File: src/design/hwsr_pkg.sv
// Shared types and codes for the histogram with sorted readout.
package hwsr_pkg;

    // Item kinds
    localparam logic [1:0] KIND_OCCUR  = 2'd0;
    localparam logic [1:0] KIND_UNSORT = 2'd1;
    localparam logic [1:0] KIND_SORT   = 2'd2;
    localparam logic [1:0] KIND_IGNORE = 2'd3;

    // Register index of bins_in_use
    localparam logic REG_BINS_IN_USE = 1'b0;

    // Default number of active bins
    localparam logic [6:0] BINS_RESET = 7'd16;

    typedef enum logic [2:0] {
        ST_IDLE,
        ST_OCC,
        ST_URD,
        ST_UOUT,
        ST_SCAN,
        ST_SDRAIN,
        ST_SOUT
    } t_state;

endpackage

File: src/design/hwsr_if.sv
// Valid/ready channel interfaces for input items and result beats.
interface hwsr_in_if;
    logic       valid;
    logic       ready;
    logic [1:0] kind;
    logic [7:0] bin_id;

    modport source (output valid, output kind, output bin_id, input ready);
    modport sink (input valid, input kind, input bin_id, output ready);
endinterface

interface hwsr_out_if;
    logic        valid;
    logic        ready;
    logic [5:0]  out_bin;
    logic [31:0] out_count;
    logic        last;
    logic        error;

    modport source (output valid, output out_bin, output out_count, output last,
                    output error, input ready);
    modport sink (input valid, input out_bin, input out_count, input last,
                  input error, output ready);
endinterface

File: src/design/hwsr_ram.sv
// Generic single-write, single-read RAM with registered read data.
module hwsr_ram #(
    parameter int WIDTH = 32,
    parameter int DEPTH = 16
) (
    input  logic                                  i_clk,
    input  logic                                  i_we,
    input  logic [(DEPTH > 1 ? $clog2(DEPTH) : 1)-1:0] i_waddr,
    input  logic [WIDTH-1:0]                      i_wdata,
    input  logic                                  i_re,
    input  logic [(DEPTH > 1 ? $clog2(DEPTH) : 1)-1:0] i_raddr,
    output logic [WIDTH-1:0]                      o_rdata
);
    logic [WIDTH-1:0] r_mem [DEPTH];
    logic [WIDTH-1:0] r_rdata;

    always_ff @(posedge i_clk) begin
        if (i_we) begin
            r_mem[i_waddr] <= i_wdata;
        end
        if (i_re) begin
            r_rdata <= r_mem[i_raddr];
        end
    end

    assign o_rdata = r_rdata;
endmodule

File: src/design/histogram_with_sorted_readout.sv
// Histogram with sorted readout: top level.
//
// Input channel i_in carries beats of (kind, bin_id). An occurrence beat bumps
// the named bin counter (saturating) and yields no result, or one error beat
// (bin 0, count 0, last, error) if the id is not below the active bin count.
// A read-unsorted beat yields one (id, count) beat per active bin in id order;
// a read-sorted beat yields them by descending count, higher id first on ties.
// The final beat of a readout carries last. Kind three is dropped.
// Counters sit in one RAM with a registered read; each entry has a valid bit
// cleared at reset, so an unwritten bin reads as zero and no clearing pass runs.
// An occurrence reads the counter, then writes it back. An error beat is valid
// in the cycle after its item is accepted. An unsorted readout reads each bin,
// then emits its beat. A sorted readout rescans all N active bins for each
// beat it emits.
// Results leave through an output register. A new item is accepted only while
// the block is idle and that register is empty or its beat leaves in the same
// cycle. When the receiver stalls, the block holds the beat and pauses.
// Reset clears all counters and sets bins_in_use to 16.
// The user writes bins_in_use over APB only while the block is idle; the block does not enforce this.
module histogram_with_sorted_readout #(
    parameter int NUM_BINS   = 16,
    parameter int COUNT_BITS = 32
) (
    input  logic        i_clk,
    input  logic        i_rst_n,
    hwsr_in_if.sink     i_in,
    hwsr_out_if.source  o_out,
    input  logic        psel,
    input  logic        penable,
    input  logic        pwrite,
    input  logic [2:0]  paddr,
    input  logic [31:0] pwdata,
    output logic [31:0] prdata,
    output logic        pready
);
    localparam int IW = NUM_BINS > 1 ? $clog2(NUM_BINS) : 1;
    localparam logic [6:0] NB = 7'(NUM_BINS);

    hwsr_pkg::t_state r_state, n_state;

    logic [6:0]            r_biu;
    logic [6:0]            nbins;
    logic [NUM_BINS-1:0]   r_valid;
    logic                  r_rv;
    logic [IW-1:0]         r_idx;
    logic [IW-1:0]         r_rid;
    logic                  r_cv;
    logic [IW-1:0]         r_oid;
    logic [6:0]            r_pos;
    logic                  r_first;
    logic [COUNT_BITS-1:0] r_pcnt;
    logic [IW-1:0]         r_pid;
    logic                  r_hb;
    logic [COUNT_BITS-1:0] r_bcnt;
    logic [IW-1:0]         r_bid;

    logic                  r_ov;
    logic [5:0]            r_obin;
    logic [31:0]           r_ocnt;
    logic                  r_olast;
    logic                  r_oerr;

    logic                  mem_we, mem_re;
    logic [IW-1:0]         mem_waddr, mem_raddr;
    logic [COUNT_BITS-1:0] mem_wdata, mem_rdata, rd_cnt;
    logic                  out_free, accept, bad_id, idx_last, pos_last;
    logic                  cand_below, cand_better;

    // Active bin count, clamped to the bank size
    assign nbins = (r_biu > NB) ? NB : r_biu;

    // APB register access
    assign pready = 1'b1;
    always_comb begin
        prdata = '0;
        if (paddr[2] == hwsr_pkg::REG_BINS_IN_USE) begin
            prdata = {25'd0, r_biu};
        end
    end

    always_ff @(posedge i_clk) begin
        if (!i_rst_n) begin
            r_biu <= hwsr_pkg::BINS_RESET;
        end else if (psel && penable && pwrite && paddr[2] == hwsr_pkg::REG_BINS_IN_USE) begin
            r_biu <= pwdata[6:0];
        end
    end

    hwsr_ram #(.WIDTH(COUNT_BITS), .DEPTH(NUM_BINS)) u_ram (
        .i_clk  (i_clk),
        .i_we   (mem_we),
        .i_waddr(mem_waddr),
        .i_wdata(mem_wdata),
        .i_re   (mem_re),
        .i_raddr(mem_raddr),
        .o_rdata(mem_rdata)
    );

    // Unwritten entries read as zero
    assign rd_cnt = r_rv ? mem_rdata : '0;

    assign out_free = !r_ov || o_out.ready;
    assign i_in.ready = (r_state == hwsr_pkg::ST_IDLE) && out_free;
    assign accept = i_in.valid && i_in.ready;
    assign bad_id = i_in.bin_id >= {1'b0, nbins};
    assign idx_last = {{(7-IW){1'b0}}, r_idx} == nbins - 7'd1;
    assign pos_last = r_pos == nbins - 7'd1;

    // Sorted scan: candidate must rank below the previous beat and above the best so far
    assign cand_below = r_first || (rd_cnt < r_pcnt) || (rd_cnt == r_pcnt && r_rid < r_pid);
    assign cand_better = !r_hb || (rd_cnt > r_bcnt) || (rd_cnt == r_bcnt && r_rid > r_bid);

    // Next state and memory control
    always_comb begin
        n_state   = r_state;
        mem_we    = 1'b0;
        mem_waddr = r_oid;
        mem_wdata = (rd_cnt == '1) ? rd_cnt : rd_cnt + 1'b1;
        mem_re    = 1'b0;
        mem_raddr = r_idx;
        case (r_state)
            hwsr_pkg::ST_IDLE: begin
                mem_raddr = i_in.bin_id[IW-1:0];
                if (accept) begin
                    case (i_in.kind)
                        hwsr_pkg::KIND_OCCUR: begin
                            if (!bad_id) begin
                                mem_re  = 1'b1;
                                n_state = hwsr_pkg::ST_OCC;
                            end
                        end
                        hwsr_pkg::KIND_UNSORT: begin
                            if (nbins != 7'd0) n_state = hwsr_pkg::ST_URD;
                        end
                        hwsr_pkg::KIND_SORT: begin
                            if (nbins != 7'd0) n_state = hwsr_pkg::ST_SCAN;
                        end
                        default: n_state = hwsr_pkg::ST_IDLE;
                    endcase
                end
            end
            hwsr_pkg::ST_OCC: begin
                mem_we  = 1'b1;
                n_state = hwsr_pkg::ST_IDLE;
            end
            hwsr_pkg::ST_URD: begin
                mem_re  = 1'b1;
                n_state = hwsr_pkg::ST_UOUT;
            end
            hwsr_pkg::ST_UOUT: begin
                if (out_free) begin
                    n_state = pos_last ? hwsr_pkg::ST_IDLE : hwsr_pkg::ST_URD;
                end
            end
            hwsr_pkg::ST_SCAN: begin
                mem_re = 1'b1;
                if (idx_last) n_state = hwsr_pkg::ST_SDRAIN;
            end
            hwsr_pkg::ST_SDRAIN: begin
                n_state = hwsr_pkg::ST_SOUT;
            end
            hwsr_pkg::ST_SOUT: begin
                if (out_free) begin
                    n_state = pos_last ? hwsr_pkg::ST_IDLE : hwsr_pkg::ST_SCAN;
                end
            end
            default: n_state = hwsr_pkg::ST_IDLE;
        endcase
    end

    always_ff @(posedge i_clk) begin
        if (!i_rst_n) begin
            r_state <= hwsr_pkg::ST_IDLE;
        end else begin
            r_state <= n_state;
        end
    end

    // Entry valid bits and read-side valid
    always_ff @(posedge i_clk) begin
        if (!i_rst_n) begin
            r_valid <= '0;
            r_rv    <= 1'b0;
        end else begin
            if (mem_we) r_valid[mem_waddr] <= 1'b1;
            if (mem_re) r_rv <= r_valid[mem_raddr];
        end
    end

    // Readout control and scan tracking
    always_ff @(posedge i_clk) begin
        if (!i_rst_n) begin
            r_cv  <= 1'b0;
            r_hb  <= 1'b0;
        end else begin
            r_cv <= (r_state == hwsr_pkg::ST_SCAN);
            if (r_state == hwsr_pkg::ST_SOUT || r_state == hwsr_pkg::ST_IDLE) begin
                r_hb <= 1'b0;
            end else if (r_cv && cand_below && cand_better) begin
                r_hb <= 1'b1;
            end
        end
    end

    always_ff @(posedge i_clk) begin
        r_rid <= r_idx;
        if (r_cv && cand_below && cand_better) begin
            r_bcnt <= rd_cnt;
            r_bid  <= r_rid;
        end
        case (r_state)
            hwsr_pkg::ST_IDLE: begin
                r_oid    <= i_in.bin_id[IW-1:0];
                r_idx    <= '0;
                r_pos    <= '0;
                r_first  <= 1'b1;
            end
            hwsr_pkg::ST_URD: begin
                r_oid <= r_idx;
            end
            hwsr_pkg::ST_UOUT: begin
                if (out_free) begin
                    r_idx <= r_idx + 1'b1;
                    r_pos <= r_pos + 7'd1;
                end
            end
            hwsr_pkg::ST_SCAN: begin
                r_idx <= idx_last ? '0 : r_idx + 1'b1;
            end
            hwsr_pkg::ST_SOUT: begin
                if (out_free) begin
                    r_pos   <= r_pos + 7'd1;
                    r_first <= 1'b0;
                    r_pcnt  <= r_bcnt;
                    r_pid   <= r_bid;
                end
            end
            default: begin
                r_idx <= r_idx;
            end
        endcase
    end

    // Output register
    always_ff @(posedge i_clk) begin
        if (!i_rst_n) begin
            r_ov <= 1'b0;
        end else if (out_free) begin
            r_ov <= (accept && i_in.kind == hwsr_pkg::KIND_OCCUR && bad_id)
                    || r_state == hwsr_pkg::ST_UOUT || r_state == hwsr_pkg::ST_SOUT;
        end
    end

    always_ff @(posedge i_clk) begin
        if (out_free) begin
            if (r_state == hwsr_pkg::ST_UOUT) begin
                r_obin  <= 6'(r_oid);
                r_ocnt  <= 32'(rd_cnt);
                r_olast <= pos_last;
                r_oerr  <= 1'b0;
            end else if (r_state == hwsr_pkg::ST_SOUT) begin
                r_obin  <= 6'(r_bid);
                r_ocnt  <= 32'(r_bcnt);
                r_olast <= pos_last;
                r_oerr  <= 1'b0;
            end else if (accept) begin
                r_obin  <= '0;
                r_ocnt  <= '0;
                r_olast <= 1'b1;
                r_oerr  <= 1'b1;
            end
        end
    end

    assign o_out.valid     = r_ov;
    assign o_out.out_bin   = r_obin;
    assign o_out.out_count = r_ocnt;
    assign o_out.last      = r_olast;
    assign o_out.error     = r_oerr;
endmodule

File: src/flat_wrapper.sv
// flat-port wrapper written by rule: the top's interface ports become plain ports
module histogram_with_sorted_readout_flat 
#(
    parameter int NUM_BINS   = 16,
    parameter int COUNT_BITS = 32
)
  (i_clk, i_rst_n, psel, penable, pwrite, paddr, pwdata, prdata, pready, i_in_valid, i_in_kind, i_in_bin_id, i_in_ready, o_out_valid, o_out_out_bin, o_out_out_count, o_out_last, o_out_error, o_out_ready);
  hwsr_in_if i_in_i ();
  hwsr_out_if o_out_i ();
  input  logic i_clk;
  input  logic i_rst_n;
  input  logic psel;
  input  logic penable;
  input  logic pwrite;
  input  logic [2:0] paddr;
  input  logic [31:0] pwdata;
  output logic [31:0] prdata;
  output logic pready;
  input wire logic [$bits(i_in_i.valid)-1:0] i_in_valid;
  input wire logic [$bits(i_in_i.kind)-1:0] i_in_kind;
  input wire logic [$bits(i_in_i.bin_id)-1:0] i_in_bin_id;
  output wire logic [$bits(i_in_i.ready)-1:0] i_in_ready;
  output wire logic [$bits(o_out_i.valid)-1:0] o_out_valid;
  output wire logic [$bits(o_out_i.out_bin)-1:0] o_out_out_bin;
  output wire logic [$bits(o_out_i.out_count)-1:0] o_out_out_count;
  output wire logic [$bits(o_out_i.last)-1:0] o_out_last;
  output wire logic [$bits(o_out_i.error)-1:0] o_out_error;
  input wire logic [$bits(o_out_i.ready)-1:0] o_out_ready;
  assign i_in_i.valid = i_in_valid;
  assign i_in_i.kind = i_in_kind;
  assign i_in_i.bin_id = i_in_bin_id;
  assign i_in_ready = i_in_i.ready;
  assign o_out_valid = o_out_i.valid;
  assign o_out_out_bin = o_out_i.out_bin;
  assign o_out_out_count = o_out_i.out_count;
  assign o_out_last = o_out_i.last;
  assign o_out_error = o_out_i.error;
  assign o_out_i.ready = o_out_ready;
  histogram_with_sorted_readout #(.NUM_BINS(NUM_BINS), .COUNT_BITS(COUNT_BITS)) u_core (.i_clk(i_clk), .i_rst_n(i_rst_n), .i_in(i_in_i), .o_out(o_out_i), .psel(psel), .penable(penable), .pwrite(pwrite), .paddr(paddr), .pwdata(pwdata), .prdata(prdata), .pready(pready));
endmodule
File: config.mk
export PLATFORM = sky130hd
export DESIGN_NAME = histogram_with_sorted_readout_flat
export DESIGN_NICKNAME = d
export VERILOG_FILES = /design/src/design/hwsr_pkg.sv /design/src/design/hwsr_if.sv /design/src/design/hwsr_ram.sv /design/src/design/histogram_with_sorted_readout.sv /design/src/flat_wrapper.sv
export SDC_FILE = /design/constraint.sdc
export NUM_CORES = 1
export LEC_CHECK = 0
export BUFFER_PORTS_ARGS = -buffer_cell sky130_fd_sc_hd__buf_2
export CAP_MARGIN = 30
export CORE_MARGIN = 3
export CORE_UTILIZATION = 55
export CTS_CLUSTER_DIAMETER = 150
export CTS_CLUSTER_SIZE = 14
export DETAILED_ROUTE_END_ITERATION = 10
export PLACE_DENSITY = 0.7
export SYNTH_ARGS = -nofsm -noshare
export SYNTH_HDL_FRONTEND = slang
export SYNTH_HIERARCHICAL = 1
export SYNTH_SLANG_ARGS = --single-unit
File: constraint.sdc
create_clock -name i_clk -period 10.6 [get_ports i_clk]
set_input_delay 1.06 -clock i_clk [delete_from_list [all_inputs] [get_ports i_clk]]
set_output_delay 1.06 -clock i_clk [all_outputs]
set_load 0.1 [all_outputs]
; Word level (Yosys, flattened, before mapping)
; Memory sizes are Yosys's and may differ from the RTL's. A register that Yosys moved wholly into a read port is not among the register bits.
; Cells that the tools add are included.
[word_totals]
ff_bits = 160
mem_bits_rw = 512
output_inout_bits = 75
n_memories = 1
[classes]
n_addsub = 4
magnitude_cmp = 9
eq_ne = 21
mux = 44
bitwise = 3
reduce_logical = 39
[mem_list]
columns = memory, depth, width, rd, rd_ports_with_merged_regs, wr, line_no
row1 = u_core.u_ram.r_mem, 16, 32, 1, 1, 1, hwsr_ram.sv:14  ; logic [WIDTH-1:0] r_mem [DEPTH];
[ops]
columns = op, n
row1 = $mux 32, 5
row2 = $eq 32x32->1, 2
row3 = $add 32x1->32 const B, 1
row4 = $eq 32x32->1 const B, 1
row5 = $gt 32x32->1, 1
row6 = $lt 32x32->1, 1
row7 = $mux 3, 8
row8 = $mux 4, 6
row9 = $mux 7, 3
row10 = $pmux 3 s6, 1
row11 = $or 16x16->16, 1
row12 = $pmux 7 s2, 1
row13 = $logic_and 1x1->1, 12
row14 = $mux 1, 12
row15 = $pmux 4 s3, 1
row16 = $lt 4x5->1 const B, 2
row17 = $ne 2x1->1 const B, 5
row18 = $reduce_and 2->1, 5
row19 = $eq 3x3->1 const B, 3
row20 = $ne 3x3->1 const B, 3
row21 = $pmux 3 s3, 1
row22 = $ge 8x7->1, 1
row23 = $logic_or 1x1->1, 8
row24 = $pmux 4 s2, 1
row25 = 26 further kinds, 35

; Depth between registers and ports, before layout
; Gate-level depths: netlist of the first run.
[logic_depth]
word_depth = 8
depth_mapped = 13
mapped_depth_nobuf = 11

; Modules after synthesis
; The synthesis of the first run kept the hierarchy.
[modules_own_cells]
columns = mod, instances, cells_each, area_per_inst_um2, seq_area_each_um2
row1 = hwsr_ram, 1, 838, 20155.6, 16335.7
row2 = histogram_with_sorted_readout, 1, 912, 9429.0, 4464.3

; Worst setup path before layout of the first run
; OpenSTA, ideal clock, no wires.
[synth_path]
kind = reg2reg
from = register u_core.r_state[0]
to = memory u_core.u_ram.r_mem[0][0], enable pin
setup_ns = 0.461
arrival_time_ns = 3.959
required_ns = 10.139
setup_slack_ns = 6.180
stages_incl_launch_ff = 7
path_buffers = 1
path_cell_list = dfxtp_1 -> clkbuf_1 -> inv_1 -> or3_1 -> inv_1 -> or3b_2 -> nor3_1
[synth_via]
elab_chain_cells = 4
[synth_rtl]
columns = element, line_no
row1 = start: declaration, histogram_with_sorted_readout.sv:39  ; hwsr_pkg::t_state r_state, n_state;
row2 = start signal: assignment, histogram_with_sorted_readout.sv:173  ; r_state <= hwsr_pkg::ST_IDLE;
row3 = start signal: assignment, histogram_with_sorted_readout.sv:175  ; r_state <= n_state;
row4 = $eq 3x1->1, histogram_with_sorted_readout.sv:121  ; case (r_state)
row5 = $mux 1, histogram_with_sorted_readout.sv:121
row6 = named net u_core.mem_we, histogram_with_sorted_readout.sv:63  ; logic mem_we, mem_re;
row7 = $mux 1, hwsr_ram.sv:18  ; if (i_we) begin
row8 = $mux 1 (not written as such), hwsr_ram.sv:19  ; r_mem[i_waddr] <= i_wdata;
row9 = end: declaration, hwsr_ram.sv:14
; The timed path passes the listed nets, and every way through them passes these cells.

; Worst setup path after layout of the first run
[layout_path]
from = register u_core.r_state[2]
to = register u_core.u_ram.r_rdata[16], in the netlist u_core/u_ram/o_rdata[16] (read register of u_core.u_ram.r_mem) (data pin)
[layout_rtl]
columns = element, line_no
row1 = $logic_not 3->1, histogram_with_sorted_readout.sv:121
row2 = $mux 4, histogram_with_sorted_readout.sv:121
row3 = named net u_core.mem_raddr[0], histogram_with_sorted_readout.sv:64  ; logic [IW-1:0] mem_waddr, mem_raddr;
row4 = end: declaration, hwsr_ram.sv:15  ; logic [WIDTH-1:0] r_rdata;
; The timed path passes the listed nets, and every way through them passes these cells.
; A chain may end at the register's enable or synchronous reset.

==> results of run 1 <==
power groups by stage:
stage | logic [mW] | clock network (mW) | registers [mW]
final | 2.04 | 1.85 | 3.60
after global routing | 2.18 | 2.00 | 3.62
after global placement | 1.98 | 0 | 3.63
after CTS | 2.05 | 1.89 | 3.59
after detailed placement | 2.05 | 0 | 3.65
after floorplan | 1.24 | 0 | 3.91
cell families (layout without fill, tap and decap cells):
family / count (synthesis) / count (layout)
adders and majority gates: 82 / 82
xor gates and xnor gates: 48 / 48
buffers and inverters: 195 / 285
AOI/OAI and AO/OA: 212 / 212
other: 2 / 31
DFF: 704 / 704
muxes: 157 / 157
and+or+nand+nor: 350 / 350
worst max-delay path, cell delays in order, from the launching register on:
cell	delay, ns
dfxtp_1	0.45
or3_1	0.61
mux2i_4	0.36
inv_8	0.53
buf_4	0.71
buf_4	0.72
mux4_2	0.60
a22oi_1	0.24
nand2_1	0.08
Yosys cell counts, types with 9 or more instances:
cell type,count,share of area
edfxtp_1,670,0.68
mux4_2,128,0.097
inv_1,88,0.011
ha_1,82,0.035
nand2_1,82,0.010
nor2_1,80,0.010
a22oi_1,64,0.016
clkbuf_1,47,0.0060
a21oi_1,40,0.0068
buf_4,37,0.0094
and2_1,36,0.0076
dfxtp_1,34,0.023
nand4_1,34,0.0072
nand3_1,32,0.0054
o21ai_0,31,0.0052
xnor2_1,28,0.0083
nor2b_1,26,0.0055
a22o_1,25,0.0074
mux2i_1,22,0.0074
xor2_1,20,0.0059
nor3_1,16,0.0027
a21o_1,13,0.0033
buf_1,12,0.0015
nand2b_1,10,0.0021
and4_1,9,0.0027
buf_2,9,0.0015
state kept, by name, summed over array words and instances, names as in the netlist:
signal / flops
u_core/u_ram/r_mem: 512
u_core/o_out.out_count: 32
u_core/r_bcnt: 32
u_core/r_pcnt: 32
u_core/u_ram/o_rdata: 32
u_core/r_valid: 16
u_core/r_biu: 7
u_core/r_pos: 7
u_core/mem_waddr: 4
u_core/o_out.out_bin: 4
u_core/r_bid: 4
u_core/r_idx: 4
u_core/r_pid: 4
u_core/r_rid: 4
u_core/r_state: 3
u_core/o_out.error: 1
u_core/o_out.last: 1
u_core/o_out.valid: 1
u_core/r_cv: 1
u_core/r_first: 1
u_core/r_hb: 1
u_core/r_rv: 1
through the flow:
step	worst slack [ns]	util	power, mW
4_1_cts	5.83	0.612	7.54
6_report	5.95	0.615	7.49
5_1_grt	5.52	0.615	7.80
3_5_place_dp	5.85	0.583	5.70
2_1_floorplan	6.18	-	5.15
3_3_place_gp	5.88	0.581	5.61
area by class of cell:
type / count / share of cell area
Clock inverter: 3 / 0.000886
Timing Repair Buffer: 127 / 0.0263
Inverter: 88 / 0.0105
Antenna cell: 1 / 0.0000770
Multi-Input combinational cell: 879 / 0.251
Sequential cell: 704 / 0.640
Tap cell: 688 / 0.0265
Clock buffer: 67 / 0.0450
worst min path at each step:
stage                            startpoint           endpoint  slack [ns]  cells past startpoint
final                     u_core/r_bcnt[16]  u_core/r_pcnt[16]        0.45                      0
after global routing       u_core/r_bcnt[7]   u_core/r_pcnt[7]        0.46                      0
after CTS                 u_core/r_bcnt[16]  u_core/r_pcnt[16]        0.45                      0
after detailed placement   u_core/r_bcnt[7]   u_core/r_pcnt[7]        0.44                      0
after global placement    u_core/r_bcnt[16]  u_core/r_pcnt[16]        0.43                      0
after floorplan             u_core/r_rid[0]    u_core/r_bid[0]        0.42                      0
routing by layer:
layer  global-route usage  vias up
met5                    0        -
met4               0.0640        0
met3               0.0350       95
met2                0.382      624
met1                0.326     8144
li1                     -     6992
==> metrics.cfg, run 1 <==
[status]
status = complete, no violations

[critical_path]
critPathLaunchType = flop
worst_setup_path_end_kind = flop
r2r-start = u_core/r_state[2]
cp.required_ns = 10.96
ff2ff_path_depth = 8
crit_path_start = u_core/r_state[2]
crit_end = u_core/u_ram/o_rdata[16]
r2r_slack_ns = 5.95
arrival_ns = 5.00
r2r-end = u_core/u_ram/o_rdata[16]
critPathKind = flop to flop
path_max_fanout = 57

[finish]
most-common-layout-cells = 670 x edfxtp_1, 128 x mux4_2, 86 x inv_1
syn2layout_area_growth_pct = 9.85
final_common_cell = edfxtp_1
nFillCells = 3767
final_area_um2 = 32500
multi_input_area_um2 = 8150
drive_gt1_frac = 0.189
stdcell_count = 2557
finalNetCount = 1990
regArea_um2 = 20800

[floorplanning]
die_h_um = 238
ios = 127
fp.coreArea_um2 = 52900
start_util = 0.560
num_rows = 84
die-area_um2 = 56600
dieWidth_um = 238

[power]
switchingPower_mw = 2.47
p_per_area_nw_per_um2 = 230
vdd_drop_max_uv = 128
sequentialPowerShare = 0.480
combPwrFrac = 0.273
p_sw_frac = 0.330
total_leakage_power_nw = 10.4
intPower_mw = 5.01
power_frac_clock = 0.247

[timing]
report.final.slew_viol_count = 0
slew_headroom = 0.310
tightest_slew_ns = 1.03
fin_hold_ws_ns = 0.447
rsz0062_at_grt = no
fmax_ghz = 0.215
clock_skew_ns = 0.0243
period_needed_ns = 4.65
hold_violations = 0
fin_crit_sh = 0.438
final.setup.tns_ns = 0
finalSetupViolCount = 0

[detailed_routing]
m1WireLength_um = 26600
drc = 0
vias = 15855
wl_per_cell_um = 25.2
wl_um = 64500
antenna_left = 0
routed_via_density = 6.20
drt_iter0_markers = 1614
met3_length_um = 4700
dr.max_layer_used = met4
drt-pass1-iter-count = 5
dr_wl_met2_um = 31800

[logic_synthesis]
syn_inst = 1750
synth.avg_cell_area_um2 = 16.9
ys_types = 59
ys_warn_count = 6
synth_edf_count = 670
synth_top_family_by_area = multiplexers
yosys.area_share.simple = 0.0601
synth_adder_area_share = 0.0347
yosysSeqAreaShare = 0.703
synthMuxAreaShare = 0.108
synth-xor-area-share = 0.0142
synth-seq-cells = 704
syn_area_um2 = 29600
synth_ff_type = edfxtp_1
synth_compound_area_frac = 0.0495
synthArstFlopShare = 0

[global_routing]
grt_pass1_wl_um = 98300
grt_max_degree = 66
antenna_found_initial = 1
grt.overflow.total = 0
grt_pass1_vias = 16153
grtUsageTotal = 0.231

[cts]
root_buffer = clkbuf_16
worstSkewPairLatency_ns = 0.61
cts_tree = done
cts.path.max_buffers = 3
cts_inserted_buffers = 56
cts.repair.resized = 0
htree_levels = 2
clk_pin_slew_ns = 0.07
cts_setup_buffers = 0
cts_sinks = 704
cts_hold_buf = 0

[placed_design]
place.port_buffers = 71
dpl.hpwl_um = 38700
post_dp_cell_area_um2 = 30800
gp_congestion = 0.906
placedCellCount = 2468

[worst_hold_path]
min_path_type = flop to flop

[run]
maxCapViolCount = 0

Power figures use the tool's default switching activity.
==> run 2, diff against run 1 <==
--- a/config.mk
+++ b/config.mk
@@ -12,7 +12,7 @@
 export CTS_CLUSTER_DIAMETER = 150
 export CTS_CLUSTER_SIZE = 14
 export DETAILED_ROUTE_END_ITERATION = 10
-export PLACE_DENSITY = 0.7
+export PLACE_DENSITY = 0.73
 export SYNTH_ARGS = -nofsm -noshare
 export SYNTH_HDL_FRONTEND = slang
 export SYNTH_HIERARCHICAL = 1
==> constraint.sdc (replaced) <==
create_clock -name i_clk -period 3.95 [get_ports i_clk]
set_input_delay 0.395 -clock i_clk [delete_from_list [all_inputs] [get_ports i_clk]]
set_output_delay 0.395 -clock i_clk [all_outputs]
set_load 0.1 [all_outputs]
==> metrics.cfg, run 2 (synthesized netlist as in run 1, its figures left out) <==
[status]
status = complete, no violations

[timing]
setup_ws_ns = 0.457  ; -5.50 ns
rsz0062_at_grt = no
report.final.slew_viol_count = 0  ; unchanged
clock_skew_ns = 0.0313  ; +0.00705 ns
hold_violations = 0  ; unchanged
fmax_ghz = 0.286  ; +33%
fin_crit_sh = 0.884  ; +0.446
period_needed_ns = 3.49  ; -1.15 ns
slew_headroom = 0.244  ; -0.0657
finalSetupViolCount = 0  ; unchanged
tightest_slew_ns = 1.13  ; +0.0979 ns
final.setup.tns_ns = 0  ; unchanged

[run]
maxCapViolCount = 0  ; unchanged

[detailed_routing]
drt-pass1-iter-count = 5  ; unchanged
routed_via_density = 6.28  ; +1.2%
drc = 0  ; unchanged
antenna_left = 0  ; unchanged
drt_iter0_markers = 1809  ; +12%
wl_per_cell_um = 25.5  ; +1.3%
wl_um = 66200  ; +2.6%
vias = 16258  ; +2.5%

[critical_path]
path_cells = buf_12 -> and2_1 -> ha_1 -> and3_1 -> and4_1 -> nand4_1 -> or2_2 -> nand3_1 -> buf_4 -> nor2_1 -> xor2_1
critPathLaunchType = flop
cp_slowest_cell = xor2_1
critPathKind = flop to flop
critPathTopFamily = simple AND/OR/NAND/NOR gates
critical_path_buf_inv_count = 2  ; -1
cp.required_ns = 4.23  ; -6.73 ns
path_max_fanout = 39  ; -32%
r2r-start = u_core/r_rv
ff2ff_path_depth = 11  ; +3
arrival_ns = 3.77  ; -1.23 ns
r2r-end = u_core/u_ram/r_mem[7][23]
worst_setup_path_end_kind = flop
r2r_slack_ns = 0.46  ; -5.50 ns
critPathMaxStageDelay_ns = 0.80  ; +0.08 ns

[placed_design]
gp_congestion = 0.907  ; about the same
place_ws_ns = 0.343  ; -5.51 ns
place.port_buffers = 71  ; unchanged
dpl.hpwl_um = 39000  ; +0.62%
post_dp_cell_area_um2 = 31200  ; +1.3%

[floorplanning]
num_rows = 84  ; unchanged
die_h_um = 238  ; unchanged
fp.coreArea_um2 = 52900  ; unchanged
ios = 127  ; unchanged
start_util = 0.560  ; unchanged
dieWidth_um = 238  ; unchanged
die-area_um2 = 56600  ; unchanged

[worst_hold_path]
min_from = pwdata[1]
min_path_type = input port to flop
min_delay_worst_endpoint = u_core/r_biu[1]
worstHoldPathCells = 3  ; +3

[global_routing]
grt_max_degree = 81  ; +23%
grt.overflow.total = 0  ; unchanged
grtUsageTotal = 0.234  ; +0.00320
grt_pass1_vias = 16324  ; +1.1%
antenna_found_initial = 1  ; unchanged
grt_pass1_wl_um = 99400  ; +1.1%

[cts]
cts_sinks = 704  ; unchanged
cts_setup_buffers = 0  ; unchanged
cts_hold_buf = 6  ; +6
htree_levels = 2  ; unchanged
root_buffer = clkbuf_16
cts.repair.resized = 0  ; unchanged
clk_pin_slew_ns = 0.07  ; about the same
cts_inserted_buffers = 56  ; unchanged
worstSkewPairLatency_ns = 0.64  ; +0.03 ns
cts_tree = done
cts.path.max_buffers = 3  ; unchanged

[finish]
most-common-layout-cells = 670 x edfxtp_1, 128 x mux4_2, 86 x inv_1
final_common_cell = edfxtp_1
finalNetCount = 2023  ; +1.7%
drive_gt1_frac = 0.200  ; +0.0110
final_util = 0.622  ; +0.00762
multi_input_area_um2 = 8170  ; +0.31%
final_area_um2 = 32900  ; +1.2%
syn2layout_area_growth_pct = 11.2
regArea_um2 = 20800  ; unchanged
largest-register = u_core/u_ram/r_mem
largest_reg_flops = 512  ; unchanged
nFillCells = 3624  ; -3.8%

[power]
p_per_area_nw_per_um2 = 620  ; +170%
total_leakage_power_nw = 10.6  ; +2.0%
vdd_drop_max_uv = 362  ; +180%
power_mw = 20.4  ; +170%

## run 2: cell type report
class / count / area share
Sequential cell: 704 / 0.632
Inverter: 88 / 0.0103
Antenna cell: 2 / 0.000152
Timing Repair Buffer: 160 / 0.0367
Clock buffer: 65 / 0.0436
Tap cell: 688 / 0.0262
Clock inverter: 4 / 0.00243
Multi-Input combinational cell: 879 / 0.248
## run 2: per-stage QoR
step	std cells	hold slack (ns)
2_1_floorplan	1778	0.421
3_3_place_gp	2501	0.432
3_5_place_dp	2503	0.436
4_1_cts	2578	0.00263
5_1_grt	2588	0.0236
6_report	2590	0.0231
## run 2: where the power goes
group          switching (mW)  internal, mW
Sequential              0.578          9.10
Combinational            3.80          1.94
Clock                    2.43          2.56
## run 2: worst reg2reg max path: cells and delay by family, from the launching register on
kind          cells  cell delay [ns]
simple gates      7             1.26
buf+inv           2             0.40
xor+xnor          1             0.80
fa+ha+maj         1             0.16
flops             1             0.53
## run 2: per-layer routing
metal	share of wire	vias up	global-route usage
li1	-	7036	-
met1	0.40	8310	0.326
met2	0.49	793	0.391
met3	0.081	119	0.0383
met4	0.024	0	0.0642
met5	0	-	0
## run 2: worst max path at each step
stage | depth (start not counted) | endpoint | start | slack [ns]
floorplan | 13 | u_core/r_bcnt[0] | u_core/r_rv | 0.29
global placement | 10 | u_core/u_ram/r_mem[6][10] | u_core/r_rv | 0.58
detailed placement | 10 | u_core/u_ram/r_mem[7][5] | u_core/r_rv | 0.34
CTS | 10 | u_core/u_ram/r_mem[7][5] | u_core/r_rv | 0.28
global route | 11 | u_core/u_ram/r_mem[3][23] | u_core/r_rv | 0.21
finish | 11 | u_core/u_ram/r_mem[7][23] | u_core/r_rv | 0.46
